**src/rtl/srd_pkg.sv**
```systemverilog
`timescale 1ns / 1ps
`default_nettype none
// ----------------------------------------------------------------------------
// srd_pkg
// Shared types and constants for the sprite run-length span decoder.
// ----------------------------------------------------------------------------
package srd_pkg;

	localparam int MAX_DIMENSION = 4096;
	localparam int DIM_W         = 13;   // holds 0..MAX_DIMENSION
	localparam int POS_W         = 12;   // row / column of a span
	localparam int BYTE_W        = 8;
	localparam int CNT_W         = 7;    // palette bytes still due
	localparam int CFG_IDX_W     = 1;

	// register indexes on the configuration port
	localparam logic [CFG_IDX_W-1:0] REG_SPRITE_WIDTH  = 1'b0;
	localparam logic [CFG_IDX_W-1:0] REG_SPRITE_HEIGHT = 1'b1;

	typedef struct packed {
		logic [BYTE_W-1:0] encoded_byte;
		logic              sprite_start;
	} item_t;

	typedef struct packed {
		logic [POS_W-1:0]  span_row;
		logic [POS_W-1:0]  span_column;
		logic [DIM_W-1:0]  span_length;
		logic [BYTE_W-1:0] palette_index;
		logic              opaque;
		logic              row_complete;
		logic              sprite_complete;
	} span_t;

	// zero maps to 1, anything above MAX_DIMENSION maps to MAX_DIMENSION
	function automatic logic [DIM_W-1:0] clamp_dim(input logic [DIM_W-1:0] v);
		logic [DIM_W-1:0] r;
		if (v == '0)
			r = DIM_W'(1);
		else if (v > DIM_W'(MAX_DIMENSION))
			r = DIM_W'(MAX_DIMENSION);
		else
			r = v;
		return r;
	endfunction

endpackage
`default_nettype wire

```
**src/rtl/srd_core.sv**
```systemverilog
`timescale 1ns / 1ps
`default_nettype none
// ----------------------------------------------------------------------------
// srd_core
// Decode state (row, column, mode, byte count) and the one-byte step logic.
// ----------------------------------------------------------------------------
module srd_core import srd_pkg::*; (
	input  wire logic             clk,
	input  wire logic             arst_n,
	input  wire logic             fire,
	input  wire item_t            item,
	input  wire logic [DIM_W-1:0] sprite_width,
	input  wire logic [DIM_W-1:0] sprite_height,
	output      span_t            span,
	output      logic             span_emit
);

	localparam logic [2:0] MODE_CMD      = 3'd0;
	localparam logic [2:0] MODE_OPAQUE   = 3'd1;
	localparam logic [2:0] MODE_SKIPDATA = 3'd2;
	localparam logic [2:0] MODE_SEEK     = 3'd3;
	localparam logic [2:0] MODE_DONE     = 3'd4;

	logic [POS_W-1:0] row_q;
	logic [DIM_W-1:0] col_q;
	logic [2:0]       mode_q;
	logic [CNT_W-1:0] cnt_q;

	logic [POS_W-1:0] row_d;
	logic [DIM_W-1:0] col_d;
	logic [2:0]       mode_d;
	logic [CNT_W-1:0] cnt_d;

	always_comb begin
		logic [DIM_W-1:0]  w;
		logic [DIM_W-1:0]  h;
		logic [BYTE_W-1:0] b;
		logic              row_last;
		logic [DIM_W-1:0]  left;
		logic [DIM_W-1:0]  n;
		logic [DIM_W-1:0]  len;
		logic              full;
		logic [2:0]        nm;

		w = clamp_dim(sprite_width);
		h = clamp_dim(sprite_height);
		b = item.encoded_byte;

		row_d  = row_q;
		col_d  = col_q;
		mode_d = mode_q;
		cnt_d  = cnt_q;

		span      = '0;
		span_emit = 1'b0;
		left = '0;
		n    = '0;
		len  = '0;
		full = 1'b0;
		nm   = MODE_SEEK;

		if (item.sprite_start) begin
			row_d  = '0;
			col_d  = '0;
			mode_d = MODE_CMD;
			cnt_d  = '0;
		end
		if (mode_d > MODE_DONE)
			mode_d = MODE_DONE;
		if (mode_d == MODE_OPAQUE && cnt_d == '0)
			mode_d = MODE_CMD;

		row_last = (({1'b0, row_d} + DIM_W'(1)) >= h);

		// width or height shrank under a sprite in flight
		if (mode_d == MODE_CMD || mode_d == MODE_OPAQUE) begin
			if ({1'b0, row_d} >= h) begin
				mode_d = MODE_DONE;
			end else if (col_d >= w) begin
				nm    = (mode_d == MODE_OPAQUE) ? MODE_SKIPDATA : MODE_SEEK;
				col_d = '0;
				if (row_last) begin
					mode_d = MODE_DONE;
				end else begin
					row_d  = row_d + POS_W'(1);
					mode_d = nm;
				end
			end
		end

		span.span_row    = row_d;
		span.span_column = col_d[POS_W-1:0];

		unique case (mode_d)
			MODE_CMD: begin
				left = w - col_d;
				if (b == '0) begin
					span_emit                = 1'b1;
					span.span_length         = left;
					span.row_complete        = 1'b1;
					span.sprite_complete     = row_last;
					col_d = '0;
					if (row_last) begin
						mode_d = MODE_DONE;
					end else begin
						row_d  = row_d + POS_W'(1);
						mode_d = MODE_CMD;
					end
				end else if (b[BYTE_W-1]) begin
					n    = DIM_W'(9'd256 - {1'b0, b});
					full = (n >= left);
					len  = full ? left : n;
					span_emit            = 1'b1;
					span.span_length     = len;
					span.row_complete    = full;
					span.sprite_complete = full && row_last;
					if (full) begin
						col_d = '0;
						if (row_last) begin
							mode_d = MODE_DONE;
						end else begin
							row_d  = row_d + POS_W'(1);
							mode_d = MODE_SEEK;
						end
					end else begin
						col_d = col_d + len;
					end
				end else begin
					cnt_d  = b[CNT_W-1:0];
					mode_d = MODE_OPAQUE;
				end
			end
			MODE_OPAQUE: begin
				full = ((col_d + DIM_W'(1)) >= w);
				span_emit            = 1'b1;
				span.span_length     = DIM_W'(1);
				span.palette_index   = b;
				span.opaque          = 1'b1;
				span.row_complete    = full;
				span.sprite_complete = full && row_last;
				cnt_d = cnt_d - CNT_W'(1);
				if (full) begin
					col_d = '0;
					if (row_last) begin
						mode_d = MODE_DONE;
					end else begin
						row_d  = row_d + POS_W'(1);
						mode_d = (cnt_d != '0) ? MODE_SKIPDATA : MODE_SEEK;
					end
				end else begin
					col_d = col_d + DIM_W'(1);
					if (cnt_d == '0)
						mode_d = MODE_CMD;
				end
			end
			MODE_SKIPDATA: begin
				if (cnt_d != '0)
					cnt_d = cnt_d - CNT_W'(1);
				if (cnt_d == '0)
					mode_d = MODE_SEEK;
			end
			MODE_SEEK: begin
				if (b == '0) begin
					mode_d = MODE_CMD;
				end else if (!b[BYTE_W-1]) begin
					cnt_d  = b[CNT_W-1:0];
					mode_d = MODE_SKIPDATA;
				end
			end
			default: begin
				// done: bytes are dropped until the next sprite start
			end
		endcase
	end

	always_ff @(posedge clk or negedge arst_n) begin
		if (!arst_n) begin
			row_q  <= '0;
			col_q  <= '0;
			mode_q <= MODE_CMD;
			cnt_q  <= '0;
		end else if (fire) begin
			row_q  <= row_d;
			col_q  <= col_d;
			mode_q <= mode_d;
			cnt_q  <= cnt_d;
		end
	end

endmodule
`default_nettype wire

```
**src/rtl/sprite_rle_decoder_top.sv**
```systemverilog
`timescale 1ns / 1ps
`default_nettype none
// ----------------------------------------------------------------------------
// sprite_rle_decoder_top
// Row run-length sprite decoder: one encoded byte in, at most one span out.
// ----------------------------------------------------------------------------
// Usage:
//  - Byte channel (byte_valid / byte_stall): one encoded byte per transfer.
//    sprite_start=1 on the first byte of a sprite restarts at row 0, col 0.
//  - Span channel (span_valid / span_stall): one pixel span per transfer;
//    transparent runs come as one span, each palette byte as a 1-pixel span.
//    Opaque-run commands and skipped bytes produce no span.
//  - Config channel (cfg_valid / cfg_ready): index 0 sprite_width,
//    index 1 sprite_height. cfg_ready is always high. Write only while idle.
//  - Path: a transferred byte is captured in the input register, then decoded
//    into the span register once that register can load.
//  - Throughput: one byte per cycle while span_stall does not hold the span
//    register; the decode step between the two registers is combinational.
//  - Span stall: the span register holds; the input register backs up and
//    byte_stall rises only when that register is full and cannot drain.
//  - Reset: both stages empty, decoder at row 0, col 0 expecting a command,
//    width and height back to 1.
// ----------------------------------------------------------------------------
module sprite_rle_decoder_top import srd_pkg::*; (
	input  wire logic                 clk,
	input  wire logic                 arst_n,
	// encoded byte stream
	input  wire logic                 byte_valid,
	output      logic                 byte_stall,
	input  wire logic [BYTE_W-1:0]    encoded_byte,
	input  wire logic                 sprite_start,
	// span results
	output      logic                 span_valid,
	input  wire logic                 span_stall,
	output      logic [POS_W-1:0]     span_row,
	output      logic [POS_W-1:0]     span_column,
	output      logic [DIM_W-1:0]     span_length,
	output      logic [BYTE_W-1:0]    palette_index,
	output      logic                 opaque,
	output      logic                 row_complete,
	output      logic                 sprite_complete,
	// configuration writes
	input  wire logic                 cfg_valid,
	output      logic                 cfg_ready,
	input  wire logic [CFG_IDX_W-1:0] cfg_index,
	input  wire logic [DIM_W-1:0]     cfg_data
);

	logic [DIM_W-1:0] width_q;
	logic [DIM_W-1:0] height_q;

	logic  valid_s1;
	item_t item_s1;

	logic  out_valid_q;
	span_t out_q;

	logic  out_load;
	logic  fire;
	logic  byte_xfer;
	span_t span;
	logic  span_emit;

	// config registers, raw values; clamping happens in the decode step
	assign cfg_ready = 1'b1;

	always_ff @(posedge clk or negedge arst_n) begin
		if (!arst_n) begin
			width_q  <= DIM_W'(1);
			height_q <= DIM_W'(1);
		end else if (cfg_valid && cfg_ready) begin
			unique case (cfg_index)
				REG_SPRITE_WIDTH:  width_q  <= cfg_data;
				REG_SPRITE_HEIGHT: height_q <= cfg_data;
				default: ;
			endcase
		end
	end

	// span register is free when empty or being taken this cycle
	assign out_load   = !out_valid_q || !span_stall;
	assign fire       = valid_s1 && out_load;
	assign byte_stall = valid_s1 && !out_load;
	assign byte_xfer  = byte_valid && !byte_stall;

	// input register
	always_ff @(posedge clk or negedge arst_n) begin
		if (!arst_n)
			valid_s1 <= 1'b0;
		else if (byte_xfer)
			valid_s1 <= 1'b1;
		else if (fire)
			valid_s1 <= 1'b0;
	end

	always_ff @(posedge clk) begin
		if (byte_xfer) begin
			item_s1.encoded_byte <= encoded_byte;
			item_s1.sprite_start <= sprite_start;
		end
	end

	srd_core u_core (
		.clk           (clk),
		.arst_n        (arst_n),
		.fire          (fire),
		.item          (item_s1),
		.sprite_width  (width_q),
		.sprite_height (height_q),
		.span          (span),
		.span_emit     (span_emit)
	);

	// span register
	always_ff @(posedge clk or negedge arst_n) begin
		if (!arst_n)
			out_valid_q <= 1'b0;
		else if (out_load)
			out_valid_q <= fire && span_emit;
	end

	always_ff @(posedge clk) begin
		if (fire && span_emit)
			out_q <= span;
	end

	assign span_valid      = out_valid_q;
	assign span_row        = out_q.span_row;
	assign span_column     = out_q.span_column;
	assign span_length     = out_q.span_length;
	assign palette_index   = out_q.palette_index;
	assign opaque          = out_q.opaque;
	assign row_complete    = out_q.row_complete;
	assign sprite_complete = out_q.sprite_complete;

endmodule
`default_nettype wire
```
**config.mk**
```make
export PLATFORM = sky130hd
export DESIGN_NAME = sprite_rle_decoder_top
export DESIGN_NICKNAME = d
export VERILOG_FILES = /design/src/rtl/srd_pkg.sv /design/src/rtl/srd_core.sv /design/src/rtl/sprite_rle_decoder_top.sv
export SDC_FILE = /design/constraint.sdc
export NUM_CORES = 1
export LEC_CHECK = 0
export CAP_MARGIN = 20
export CORE_MARGIN = 2
export CORE_UTILIZATION = 55
export CTS_CLUSTER_SIZE = 28
export DETAILED_ROUTE_END_ITERATION = 12
export DONT_BUFFER_PORTS = 1
export PLACE_DENSITY = 0.71
export SLEW_MARGIN = 30
export SYNTH_ARGS = -nofsm -noshare
export SYNTH_HDL_FRONTEND = slang
export SYNTH_SLANG_ARGS = --single-unit
```
**constraint.sdc**
```tcl
create_clock -name clk -period 10.19 [get_ports clk]
set_input_delay 1.019 -clock clk [delete_from_list [all_inputs] [get_ports clk]]
set_output_delay 1.019 -clock clk [all_outputs]
set_load 0.01 [all_outputs]
```
After elaboration in Yosys (flattened, before gate mapping)
Index checks and enable logic that the tools add are counted.
Widths: inputs -> output; s select.

operators by class
  bitwise gates (word level) = 1
  add/sub/neg operators = 8
  reductions and logical operators = 27
  mux-type cells = 64
  equal/unequal tests = 5
  order comparisons = 8

operators with widths
  cell                   number
  $mux 13                15
  $mux 12                10
  $mux 3                 18
  $ge 13x13->1           4
  $pmux 13 s2            2
  $mux 7                 5
  $gt 13x13->1 const B   2
  $logic_not 13->1       2
  $add 12x1->12 const B  2
  $pmux 12 s2            1
  $logic_not 7->1        3
  $pmux 7 s3             1
  $reduce_bool 7->1      2
  $add 12x1->13 const B  1
  $add 13x1->13 const B  1
  $add 13x13->13         1
  $ge 12x13->1           1
  $sub 13x13->13         1
  $pmux 3 s4             1
  $sub 9x8->10 const A   1
  $eq 3x1->1 const B     3
  $logic_not 8->1        1
  $logic_and 1x1->1      7
  $mux 1                 7
  other kinds (13)       21

storage, ports and cells
  register bits = 120
  input port bits = 28
  output and inout port bits = 51

Depth between registers and ports, before layout
  word-level depth = 17
  gate-level depth with buffers = 42
  mapped depth without buffers = 39

Cells and area by module
Synthesis repeated with hierarchy kept, for this count alone.

unflattened totals
  cells, all modules = 1,005
  area, all modules = 9,380.2 µm²

by module, submodules not included
  module                  area an instance (µm²)  sequential area each (µm²)  cells each  times used
  srd_core                6,535.0                 875.8                       879         1
  sprite_rle_decoder_top  2,845.2                 2,414.8                     126         1

Least setup slack after synthesis
No wires, ideal clock.

  path kind = flip-flop to flip-flop
  start point = reg item_s1[0] in the netlist's numbering
  end point = reg out_q, in the netlist opaque (enable)
  buffers on the path = 5
  clock period less this slack = 8,234 ps
  data arrival time = 7,706 ps
  library setup time = 528 ps
  stages on the path, launching flop included = 21
  data required time = 9,662 ps
  path slack = 1,956 ps
  cells stage by stage = edfxtp_1 buf_2 clkbuf_1 clkbuf_1 clkbuf_1 nor2b_1 ha_1 and3_1 nand3_1 nor2_1 and3_1 and3_1 ha_1 a21oi_1 o21ai_1 or3_1 o21a_1 buf_4 nor2_1 a221oi_2 a211oi_1

between the ends
  cells in the longest elaborated chain, start to end = 15
  elaborated cells between the ends (all ways) = 26

RTL lines
  what                                                                    RTL line                       RTL
  start, declared                                                         sprite_rle_decoder_top.sv:53   item_t item_s1;
  parallel branches: the longest is 11 deep, another holds $add 12x1->13  -
  $mux 3 (*)                                                              srd_core.sv:76                 if (mode_d == MODE_CMD || mode_d == MODE_OPAQUE) begin
  $eq 3x1->1 / $logic_not 3->1 (equally long branches)                    srd_core.sv:94                 unique case (mode_d)
  $pmux 1 s2 (*)                                                          srd_core.sv:94
  $logic_and 1x1->1 (*)                                                   sprite_rle_decoder_top.sv:123  if (fire && span_emit)
  end signal, assigned                                                    sprite_rle_decoder_top.sv:124  out_q <= span;
  end, declared                                                           sprite_rle_decoder_top.sv:56   span_t out_q;

Every way passes the cells marked *.
A chain may end at the register's enable or synchronous reset.

==> metrics list <==
- The flow ran to the end, and the final reports show no timing, DRC or antenna violations.
- EDFF count, synth: 57
* Critical path peak fanout: 15
- The via count of the first global-routing pass was 7309.
- Mapped Area: 0.00943 sq mm
- Dominant cells by area after synthesis: edfxtp_1 18%, dfrtp_1 16%, ha_1 12%, nand2_1 5.0%, mux2_2 3.7%
- Row count: between 40 and 50
- Top FF cell, synth: dfrtp_1
- On the worst path, the slowest cell contributes a delay of approximately 580 ps.
* Xor-xnor portion of the synthesized cell area: between 5 and 6%
- IO buf count: 0
* Area of the die: about 0.018 sq mm
* Dominant cell type by area after synthesis: edfxtp_1
* Largest clock skew in the final design: 10.9 ps
- Setup-violating endpoint count in the final report: 0
- Clock-pin slew was measured on the worst setup and hold paths at roughly 60 ps.
- The core region is about 0.017 sq mm.
* Total of warnings raised by yosys: 0
* Number of antenna violations at the first check in global routing: 0
- Measured against the total synthesized area, the mux share comes to 5.31%.
* Layout cells sized above 1: between 10% and 20%
- Final-report max-slew violation count: 0
- The initial utilization of the core area, before any placement, comes to 56.5%.
* CP required: ~11000 ps
- Max Root-Sink Buffers: 2
- H-Tree Level Count: 4
* CP Capture Type: flop
* Ratio of routed vias to standard cells: 6.21
- The cell that appears most often on the critical path is a21oi_1.
- Kind of launch point of the worst setup path: flop
- The first detailed-routing pass took 5 iterations.
- Setup repair after global routing left no endpoint under its margin.
* Sequential element share of the synthesized area: 34.9%
* IO Pins: slightly below 80
- The analysis attributes to cell leakage a power of ~4.4 nW.
* Least-Margin Pin Slew: slightly above 900 ps
* DR DRC count: 0
- On the critical path, the stage with the largest delay is an instance of o31a_1.
- Number of sinks driven by the clock tree: 120
- Wire length on met3: roughly 1500 um
- Fraction of the mapped netlist area in compound gates: 16.8%
* Cts bufs inserted: 17
* Clk root buf: clkbuf_16
- Wire length of the first global-routing pass: a little under 40000 um
- The critical path is of the reg -> reg type.
- Detailed placement finished with a half-perimeter wire length of 18500 um.
- Dividing the final minimum period by the clock period gives between 80% and 90%.
- Final Hold Vio Count: 0
* Synth cell count leaders: 125 x nand2_1, 92 x ha_1, 90 x nor2_1, 61 x dfrtp_1, 57 x edfxtp_1
- Summed over all layers, the global routing overflow is 0.
- The final layout contains routed wiring with a total length of 24700 um.
- The highest layer touched by signal routing is met4.
* Simple logic cell fraction of the synthesized area: 20.5%
- Number of DRC violations after detailed-routing iteration 0: between 700 and 800
- Of the post-synthesis cell area, the dominant cell type holds between 10% and 20%.
- Counting cells, the worst reg-to-reg path comes to 36.
- STA puts the critical path data arrival time at 9250 ps.
* Share of flip-flops with an asynchronous set or reset after synthesis: between 50% and 60%
- Of the total synthesized cell area, the portion taken by full adders, half adders and majority gates is between 10% and 20%.
- The tightest min-delay check is of the in -> async type.
- The net count of the finished layout is 1137.
- The number of hold buffers added after CTS was 0.
* Max Cap Viol: 0
- Post-CTS setup buffer count: 0
- After synthesis, the largest family of logic cells by area is simple AND/OR/NAND/NOR gates.
- Shortest clock period the worst path allows after layout: slightly below 9000 ps
- Yosys mapped the design onto just under 100 distinct sky130hd cell types.
- Worst-Skew Late Latency: between 400 and 500 ps
- Die boundary height: approximately 130 um
* RD Place Congestion: slightly below 1
- Across all layers, the routed design uses 7755 vias.
- The number of antenna diodes in the final layout is 0.
* Met1 WL: 11500 um
- Sum of met2 wire segment lengths after detailed routing: between 10000 and 15000 um
- Reg-to-Reg Start: item_s1[0]
- Yosys instantiated no cell more often than nand2_1.
- Worst R2R Setup Slack: 1270 ps
- Derived from the worst setup path, the maximum achievable clock frequency is 0.112 GHz.
- Number of instances in the placed design: about 1200
* R2R Path End: u_core.col_q[11]
- PwrDens: about 250 mW/mm^2
* Total of cells resized after clock tree synthesis: 0
* Pin count of the biggest net entering global routing: 64
- Each instance of the synthesized netlist takes up on average 9.23 sq um.
- Cells fill ~61% of the core in the end.
- TritonCTS built the clock tree.
* Relative slew margins: between 30% and 40%
* Die Width: 135 um
- The finished layout holds 1248 standard cells, fillers aside.
- Peak supply drop: about 0.16 mV
* ANT nets after route: 0
- Synthesis produced slightly above 1000 cells.
- After detailed routing, the average wire length per cell comes to 19.8 um.
- The area growth from synthesis to layout is 8.03%.
- Total routing usage reported by global routing: between 20% and 30%
- Final hold analysis gives a worst-case slack of approximately 290 ps.
* Setup_tns: 0 ps
- Register bit total from synthesis: 120
## critical path: cells and delay by family (launching register included)
kind                     cells  cell delay (ps)
AO/OA/AOI/OAI               17             3880
AND/OR/NAND/NOR              7             1500
adder cells (fa/ha/maj)      5             1370
buffers and inverters        4              910
multiplexers                 1              390
flip-flops                   1              380
XOR/XNOR                     2              360
## per-stage QoR
step / setup slack [ps] / total power (W) / cell area [sq um]
after floorplan: 1960 / 0.00167 / 9440
after global placement: 1720 / 0.00192 / 9610
after detailed placement: 1450 / 0.00193 / 9610
after CTS: 1390 / 0.00253 / 10200
after global routing: 710 / 0.00272 / 10200
final: 1270 / 0.00255 / 10200
## logic make-up after synthesis
logic type	after synthesis
AOI/OAI and AO/OA	228
DFF	120
adders and majority gates	94
other	2
muxes	45
and+or+nand+nor	383
xor gates and xnor gates	60
buffers and inverters	90
## metal layers
metal / track usage (%) / up-vias
li1: - / 3699
met1: 40.1 / 3708
met2: 42.2 / 305
met3: 4.62 / 43
met4: 11.1 / 0
met5: 0 / -
## how the worst max path moves through the flow
stage | slack (ps) | depth (start not counted) | to | startpoint
after floorplan | 1960 | 20 | opaque | item_s1[0]
after global placement | 1720 | 36 | u_core.col_q[11] | item_s1[0]
after detailed placement | 1450 | 39 | u_core.col_q[12] | item_s1[0]
after CTS | 1390 | 39 | u_core.col_q[12] | item_s1[0]
after global routing | 710 | 39 | u_core.col_q[12] | width_q[1]
final | 1270 | 36 | u_core.col_q[11] | item_s1[0]
## registers in the layout (all words and copies together), names as in the netlist
name / cells
sprite_complete: 1
span_column: 12
u_core.col_q: 13
span_row: 12
u_core.mode_q: 3
span_length: 13
palette_index: 8
item_s1: 9
span_valid: 1
u_core.cnt_q: 7
opaque: 1
u_core.row_q: 12
row_complete: 1
height_q: 13
valid_s1: 1
width_q: 13
## where the power goes
group          total [W]  internal [W]  switching [W]
registers       0.000782      0.000665       0.000118
clock network   0.000596      0.000360       0.000236
logic            0.00117      0.000428       0.000742
total            0.00255       0.00145        0.00110
## layout by cell type (no fill, tap or decap), drive strengths merged, types with 13 or more instances in the layout
cell type / n
xor2: 27
and3: 13
mux2: 34
ha: 92
dfrtp: 61
nor2b: 30
inv: 56
nand3: 30
nor2: 91
a21oi: 54
edfxtp: 57
xnor2: 33
nor3: 28
nand2: 125
clkbuf: 18
o21ai: 63
## cell type report
class                   count  area, sq um
well taps                 220          275
repair buffers              7         52.6
clock inverters            14          150
fillers                  1475         6510
clock buffers              18          429
inverters                  55          206
flip-flops and latches    120         3290
multi-input cells         814         5790
(Power assumes the default switching activity.)
